--- src/rtl/core/adim_pkg.sv ---
// Shared types and constants of the A/D input multiplexer
package adim_pkg;

    localparam int ADIM_CHANNELS = 128;
    localparam int CH_W          = 7;
    localparam int WORD_W        = 36;
    localparam int SAMPLE_W      = 12;
    localparam int RATE_W        = 8;
    localparam int LEVEL_W       = 3;
    localparam int AXIS_W        = 16;

    localparam logic [SAMPLE_W-1:0] SAMPLE_RESET = 12'd1000;
    localparam logic [RATE_W-1:0]   MIN_PERIOD   = 8'd10;

    typedef enum logic [2:0] {
        CMD_CTRL_WR   = 3'd0,
        CMD_STATUS_RD = 3'd1,
        CMD_START_WR  = 3'd2,
        CMD_DATA_RD   = 3'd3,
        CMD_TICK      = 3'd4,
        CMD_LOAD      = 3'd5
    } cmd_t;

    // Write request into the channel store
    typedef struct packed {
        logic                en;
        logic [CH_W-1:0]     addr;
        logic [SAMPLE_W-1:0] data;
    } chw_req_t;

endpackage

--- src/rtl/core/adim_chan_store.sv ---
// Channel value store: synchronous memory with valid bits and write forwarding
module adim_chan_store
    import adim_pkg::*;
#(
    parameter int CHANNELS = ADIM_CHANNELS
) (
    input  logic                aclk,
    input  logic                aresetn,
    input  logic [CH_W-1:0]     rd_addr,
    input  chw_req_t            wr,
    output logic [SAMPLE_W-1:0] rd_value
);

    localparam int AW = $clog2(CHANNELS);

    logic [SAMPLE_W-1:0] chan_mem [CHANNELS];
    logic [CHANNELS-1:0] vld_reg;
    logic [SAMPLE_W-1:0] rd_data_reg;
    logic                rd_vld_reg;
    logic                rd_rng_reg;
    logic                hit_reg;
    logic [SAMPLE_W-1:0] hit_data_reg;
    logic                wr_ok;
    logic                rd_ok;

    assign wr_ok = wr.en && ({1'b0, wr.addr} < (CH_W+1)'(CHANNELS));
    assign rd_ok = {1'b0, rd_addr} < (CH_W+1)'(CHANNELS);

    // Write port and registered read port
    always_ff @(posedge aclk) begin
        if (wr_ok) begin
            chan_mem[wr.addr[AW-1:0]] <= wr.data;
        end
        if (rd_ok) begin
            rd_data_reg <= chan_mem[rd_addr[AW-1:0]];
        end
        hit_data_reg <= wr.data;
    end

    // Track written entries and capture read-side control
    always_ff @(posedge aclk) begin
        if (!aresetn) begin
            vld_reg    <= '0;
            rd_vld_reg <= 1'b0;
            rd_rng_reg <= 1'b1;
            hit_reg    <= 1'b0;
        end else begin
            if (wr_ok) begin
                vld_reg[wr.addr[AW-1:0]] <= 1'b1;
            end
            rd_vld_reg <= rd_ok && vld_reg[rd_addr[AW-1:0]];
            rd_rng_reg <= rd_ok;
            hit_reg    <= wr_ok && (wr.addr == rd_addr);
        end
    end

    // Forward a same-cycle write; out-of-range reads give zero, unwritten entries the reset value
    always_comb begin
        if (!rd_rng_reg) begin
            rd_value = '0;
        end else if (hit_reg) begin
            rd_value = hit_data_reg;
        end else if (rd_vld_reg) begin
            rd_value = rd_data_reg;
        end else begin
            rd_value = SAMPLE_RESET;
        end
    end

endmodule

--- src/rtl/core/ad_input_multiplexer.sv ---
// Top level of the A/D input multiplexer with its command decoder and output register
//
// The block takes one command beat per clock while unstalled and returns one
// result beat per command, in the cycle after acceptance, from an output register;
// s_ready stays high while that register is empty or being drained by m_ready, so
// sustained rate is one beat per cycle. Channel values sit in a CHANNELS x 12
// synchronous memory whose read port prefetches the current channel every cycle;
// a load to that channel in the same cycle is forwarded. Per-entry valid bits make
// unwritten channels read as 1000 out of reset, so no clearing pass is needed.
module ad_input_multiplexer
    import adim_pkg::*;
#(
    parameter int CHANNELS = ADIM_CHANNELS
) (
    input  logic                     aclk,
    input  logic                     aresetn,
    input  logic                     cfg_wr_en,
    input  logic [LEVEL_W-1:0]       cfg_wr_data,
    input  logic                     s_valid,
    output logic                     s_ready,
    input  logic [2:0]               s_command,
    input  logic [WORD_W-1:0]        s_bus_data,
    input  logic [CH_W-1:0]          s_channel_index,
    input  logic signed [AXIS_W-1:0] s_axis_value,
    input  logic                     s_negate,
    output logic                     m_valid,
    input  logic                     m_ready,
    output logic [WORD_W-1:0]        m_read_data,
    output logic                     m_irq_request,
    output logic [LEVEL_W-1:0]       m_irq_pia,
    output logic [LEVEL_W-1:0]       m_irq_mpx_level,
    output logic                     m_done_res
);

    logic [LEVEL_W-1:0]  mpx_reg;
    logic [LEVEL_W-1:0]  pia_reg, pia_next;
    logic                pack_reg, pack_next;
    logic                seq_reg, seq_next;
    logic [RATE_W-1:0]   rate_reg, rate_next;
    logic                done_reg, done_next;
    logic [WORD_W-1:0]   word_reg, word_next;
    logic [1:0]          cnt_reg, cnt_next;
    logic [CH_W-1:0]     start_reg, start_next;
    logic [CH_W-1:0]     cc_reg, cc_next;
    logic [RATE_W-1:0]   cd_reg, cd_next;
    logic                armed_reg, armed_next;
    logic                irq_reg, irq_next;

    logic                m_valid_reg;
    logic [WORD_W-1:0]   rdata_reg, rdata_next;
    logic                o_irq_reg;
    logic [LEVEL_W-1:0]  o_pia_reg, o_mpx_reg;
    logic                o_done_reg;

    logic                accept;
    logic [SAMPLE_W-1:0] sample;
    chw_req_t            wr_req;
    logic [RATE_W-1:0]   new_rate;
    logic [RATE_W-1:0]   period_cur;
    logic [RATE_W-1:0]   period_new;
    logic [RATE_W-1:0]   cd_dec;
    logic [1:0]          limit;
    logic [1:0]          cnt_inc;
    logic [CH_W-1:0]     cc_inc;
    logic [CH_W-1:0]     cc_step;
    logic [AXIS_W-1:0]   biased;
    logic [AXIS_W-1:0]   conv;

    assign accept  = s_valid && s_ready;
    assign s_ready = !m_valid_reg || m_ready;

    // Period with its floor, for the current and a newly written rate
    assign new_rate   = s_bus_data[16:9];
    assign period_cur = (rate_reg < MIN_PERIOD) ? MIN_PERIOD : rate_reg;
    assign period_new = (new_rate < MIN_PERIOD) ? MIN_PERIOD : new_rate;
    assign cd_dec     = (cd_reg != '0) ? cd_reg - 1'b1 : cd_reg;
    assign limit      = pack_reg ? 2'd3 : 2'd1;
    assign cnt_inc    = cnt_reg + 1'b1;

    // Sequence step wraps past the last channel
    assign cc_inc  = cc_reg + 1'b1;
    assign cc_step = ({1'b0, cc_inc} < (CH_W+1)'(CHANNELS)) ? cc_inc : '0;

    // Load conversion: bias, optional inversion, drop five bits
    assign biased = {~s_axis_value[AXIS_W-1], s_axis_value[AXIS_W-2:0]};
    assign conv   = s_negate ? ~biased : biased;

    // Command decode and state update
    always_comb begin
        pia_next   = pia_reg;
        pack_next  = pack_reg;
        seq_next   = seq_reg;
        rate_next  = rate_reg;
        done_next  = done_reg;
        word_next  = word_reg;
        cnt_next   = cnt_reg;
        start_next = start_reg;
        cc_next    = cc_reg;
        cd_next    = cd_reg;
        armed_next = armed_reg;
        irq_next   = irq_reg;
        rdata_next = '0;
        wr_req.en   = 1'b0;
        wr_req.addr = s_channel_index;
        wr_req.data = {1'b0, conv[AXIS_W-1:5]};
        if (accept) begin
            case (cmd_t'(s_command))
                CMD_CTRL_WR: begin
                    pia_next   = s_bus_data[2:0];
                    pack_next  = s_bus_data[5];
                    seq_next   = s_bus_data[6];
                    rate_next  = new_rate;
                    done_next  = 1'b0;
                    word_next  = '0;
                    cnt_next   = '0;
                    cc_next    = start_reg;
                    irq_next   = 1'b0;
                    cd_next    = period_new;
                    armed_next = 1'b1;
                end
                CMD_STATUS_RD: begin
                    rdata_next = {1'b1, 28'd0, seq_reg, pack_reg, 1'b0, done_reg, pia_reg};
                end
                CMD_START_WR: begin
                    start_next = s_bus_data[CH_W-1:0];
                end
                CMD_DATA_RD: begin
                    rdata_next = word_reg;
                    word_next  = '0;
                    cnt_next   = '0;
                    done_next  = 1'b0;
                    irq_next   = 1'b0;
                    cd_next    = period_cur;
                    armed_next = 1'b1;
                end
                CMD_TICK: begin
                    if (armed_reg) begin
                        cd_next = cd_dec;
                        if (cd_dec == '0) begin
                            if (cnt_reg < limit) begin
                                word_next = {word_reg[WORD_W-SAMPLE_W-1:0], sample};
                                cnt_next  = cnt_inc;
                                cc_next   = seq_reg ? cc_step : start_reg;
                            end
                            if (cnt_next == limit) begin
                                done_next = 1'b1;
                                if (pia_reg != '0) begin
                                    irq_next = 1'b1;
                                end
                            end
                            // Re-arm unless the word is complete
                            if (done_next) begin
                                armed_next = 1'b0;
                                cd_next    = '0;
                            end else begin
                                armed_next = 1'b1;
                                cd_next    = period_cur;
                            end
                        end
                    end
                end
                CMD_LOAD: begin
                    wr_req.en = 1'b1;
                end
                default: begin
                end
            endcase
        end
    end

    adim_chan_store #(
        .CHANNELS (CHANNELS)
    ) u_store (
        .aclk     (aclk),
        .aresetn  (aresetn),
        .rd_addr  (cc_next),
        .wr       (wr_req),
        .rd_value (sample)
    );

    // Control state
    always_ff @(posedge aclk) begin
        if (!aresetn) begin
            mpx_reg   <= '0;
            pia_reg   <= '0;
            pack_reg  <= 1'b0;
            seq_reg   <= 1'b0;
            rate_reg  <= '0;
            done_reg  <= 1'b0;
            word_reg  <= '0;
            cnt_reg   <= '0;
            start_reg <= '0;
            cc_reg    <= '0;
            cd_reg    <= '0;
            armed_reg <= 1'b0;
            irq_reg   <= 1'b0;
        end else begin
            if (cfg_wr_en) begin
                mpx_reg <= cfg_wr_data;
            end
            pia_reg   <= pia_next;
            pack_reg  <= pack_next;
            seq_reg   <= seq_next;
            rate_reg  <= rate_next;
            done_reg  <= done_next;
            word_reg  <= word_next;
            cnt_reg   <= cnt_next;
            start_reg <= start_next;
            cc_reg    <= cc_next;
            cd_reg    <= cd_next;
            armed_reg <= armed_next;
            irq_reg   <= irq_next;
        end
    end

    // Output beat valid
    always_ff @(posedge aclk) begin
        if (!aresetn) begin
            m_valid_reg <= 1'b0;
        end else if (s_ready) begin
            m_valid_reg <= accept;
        end
    end

    // Output beat payload: hold until taken
    always_ff @(posedge aclk) begin
        if (accept) begin
            rdata_reg  <= rdata_next;
            o_irq_reg  <= irq_next;
            o_pia_reg  <= irq_next ? pia_next : '0;
            o_mpx_reg  <= irq_next ? mpx_reg : '0;
            o_done_reg <= done_next;
        end
    end

    assign m_valid         = m_valid_reg;
    assign m_read_data     = rdata_reg;
    assign m_irq_request   = o_irq_reg;
    assign m_irq_pia       = o_pia_reg;
    assign m_irq_mpx_level = o_mpx_reg;
    assign m_done_res      = o_done_reg;

endmodule

--- config.mk ---
export PLATFORM = sky130hd
export DESIGN_NAME = ad_input_multiplexer
export DESIGN_NICKNAME = d
export VERILOG_FILES = /design/src/rtl/core/adim_pkg.sv /design/src/rtl/core/adim_chan_store.sv /design/src/rtl/core/ad_input_multiplexer.sv
export SDC_FILE = /design/constraint.sdc
export NUM_CORES = 2
export LEC_CHECK = 0
export ABC_CLOCK_PERIOD_IN_PS = 6600
export BUFFER_PORTS_ARGS = -buffer_cell sky130_fd_sc_hd__buf_2
export CAP_MARGIN = 0
export CORE_UTILIZATION = 50
export DETAILED_ROUTE_END_ITERATION = 6
export PLACE_DENSITY = 0.76
export SYNTH_ARGS = -nofsm -noshare
export SYNTH_HDL_FRONTEND = slang
export SYNTH_HIERARCHICAL = 1
export SYNTH_SLANG_ARGS = --single-unit
--- constraint.sdc ---
create_clock -name aclk -period 6.6 [get_ports aclk]
set_input_delay 0.33 -clock aclk [delete_from_list [all_inputs] [get_ports aclk]]
set_output_delay 0.33 -clock aclk [all_outputs]
set_load 0.02 [all_outputs]
==> flow_summary.json <==
{
  "r2r_end": "u_store/rd_data_reg[3]",
  "leakagePower_nw": 25.2,
  "failed_checks": "design-rule violations",
  "power.total_mw": 23.3,
  "largest_register_ffs": 1536,
  "cts-root-buf": "clkbuf_16",
  "drive_above_1_share_pct": 20.2,
  "viasPerCell": 6.09,
  "slew_headroom_pct": 8.53,
  "synth.avg_cell_area_um2": 17.9,
  "layoutNonFillerInstCount": 6325,
  "synth_compound_area_share_pct": 5.08,
  "postLayoutCellArea_um2": 80200,
  "finalCritPeriodShare_pct": 80.7,
  "fin_tns_setup_ns": 0,
  "postRouteAntennaNets": 0,
  "cts.repair.resized": 0,
  "synth_cells": 3918,
  "endpoint_kind": "flip-flop",
  "cts_buffer_depth": 3,
  "fin_skew_ns": 0.0410,
  "r2r_slack_ns": 1.28,
  "clk_latency_ns": 0.80,
  "grt_max_degree": 98,
  "dp_cells": 5966,
  "start_util_pct": 50.7,
  "grt_pass1_wl_um": 246000,
  "grt_pass1_vias": 37600,
  "globalplace.congestion": 0.890,
  "vdd_ir_drop_max_mv": 0.227,
  "cap_violations": 0,
  "place_ws_ns": 1.45,
  "cts_max_level": 4,
  "dieArea_um2": 142000,
  "critPathKind": "flip-flop to flip-flop",
  "rsz0062_at_grt": "false",
  "hold_end": "m_read_data[5]",
  "synth_area_um2": 70000,
  "ys_seq_area_share_pct": 74.4,
  "hold_slack_ns": 0.0815,
  "chipWidth_um": 376,
  "synth-edff-count": 1580,
  "max_clock_freq_ghz": 0.188,
  "r2r-start": "cd_reg[0]",
  "synth.mux.area_fraction_pct": 13.4,
  "tightestPinTransition_ns": 1.37,
  "reg2reg_depth": 15,
  "drt_iter0_drc": 5287,
  "ys_warn_count": 6,
  "cts_tree": "built",
  "place_hpwl_um": 101000,
  "synthSimpleGateAreaFrac_pct": 4.91,
  "holdPathStages": 3,
  "die_y_um": 376,
  "cts.sink_count": 1814,
  "numPortBuffers": 90,
  "nNetsFinal": 4386,
  "route.detailed.drc": 1,
  "cp.arrival_ns": 6.02,
  "setup_ws_ns": 1.28,
  "antenna_found_initial": 10,
  "mostFrequentLayoutCells": "edfxtp_1, nor2_1, mux4_2, mux2i_1, dfxtp_1",
  "crit_required_ns": 7.30,
  "place_area_um2": 74100,
  "worst-path-max-fanout": 33,
  "num_vias": 38500,
  "cts_buffers": 175,
  "synth_xor_area_share_pct": 0.350,
  "routed_wl_um": 168000,
  "syn_to_final_growth_pct": 14.6,
  "coreArea_um2": 138000,
  "holdCritPathClass": "input pin to flip-flop",
  "finalSetupViolCount": 0,
  "async_flop_share_pct": 0,
  "ioPinCount": 117,
  "synthAdderAreaFrac_pct": 0.0715,
  "min-delay-start": "s_command[1]",
  "grt.overflow.total": 0,
  "outcome": "finished, violations left",
  "cts_setup_buffers": 0,
  "path_clk_slew_ns": 0.07,
  "ys.flop_type": "edfxtp_1",
  "ys_types": 75,
  "cellPowerDensity_nw_per_um2": 291,
  "fin_crit_ns": 5.32,
  "rows": 136,
  "startpoint_type": "flip-flop",
  "drv_slew": 0,
  "wl_per_cell_um": 26.6,
  "ys_ff_latch": 1814,
  "grt_usage_pct": 23.6,
  "final_common_cell": "edfxtp_1",
  "synth_top_family_by_area": "multiplexers",
  "hold_viol": 0,
  "utilization_pct": 58.1,
  "drt_pass1_iterations": 7,
  "hold_buffers": 31
}
how the worst max path moves through the flow:
stage,to,depth (start not counted),start,slack (ns)
6_report,u_store/rd_data_reg[3],15,cd_reg[0],1.28
5_1_grt,u_store/rd_data_reg[6],15,cd_reg[0],1.17
4_1_cts,u_store/rd_data_reg[3],15,cd_reg[0],1.34
3_5_place_dp,u_store/rd_data_reg[8],14,s_command[1],1.45
3_3_place_gp,u_store/rd_data_reg[6],12,s_command[1],1.53
2_1_floorplan,u_store/chan_mem[0][10],2,s_negate,1.30
synthesized netlist by cell type (all sizes together), types with 36 or more instances:
library cell  number  area [um2]
a21oi             52         272
buf              107         647
mux4             300        6760
a22oi            197        1480
o21ai             36         191
clkbuf           123         462
a22o              71         622
mux2i            262        2620
and2              42         263
nor2             442        1660
a31oi             41         257
nand3            102         510
edfxtp          1580       47400
nand2             81         312
dfxtp            234        4680
worst max-delay path: stages (launching register included):
cell and delay [ns]:
dfxtp_1 0.39, inv_1 0.11, ha_1 0.21, or4b_4 0.51
or2_4 0.29, a21o_4 0.25, nor4_1 0.29, a311o_2 0.49
buf_4 0.49, nor2b_4 0.23, buf_12 0.23, a22oi_1 0.29
o211ai_1 0.20, a32oi_1 0.47, nand3_1 0.37, a31oi_1 0.35
final cells by class:
cell class              count  area [um2]
fillers                  9903       57900
flip-flops and latches   1814       52100
multi-input cells        1978       17500
clock buffers             238        4880
repair buffers            318        2400
well taps                1863        2330
clock inverters            89         933
inverters                  24        92.6
diodes                      1        2.50
logic make-up (layout without fill, tap and decap cells):
family	Yosys count	after routing
muxes	564	564
adders and majority gates	4	4
and+or+nand+nor	765	765
other	1	130
xor gates and xnor gates	28	28
buffers and inverters	254	669
AOI/OAI and AO/OA	488	488
DFF	1814	1814
power breakdown:
group | leakage (nW) | internal (mW) | switching [mW]
combinational | 6.28 | 0.135 | 0.557
clock | 2.83 | 5.70 | 4.28
sequential | 16.1 | 12.6 | 0.0253
total | 25.2 | 18.5 | 4.86
routing by layer:
| layer | track usage, % | wire (um) |
|---|---|---|
| met1 | 33.4 | 64900 |
| met4 | 8.17 | 5730 |
| met5 | 0 | 80 |
| met3 | 5.68 | 19600 |
| met2 | 36.1 | 77800 |
No activity file was read; power rests on OpenSTA's default activity.
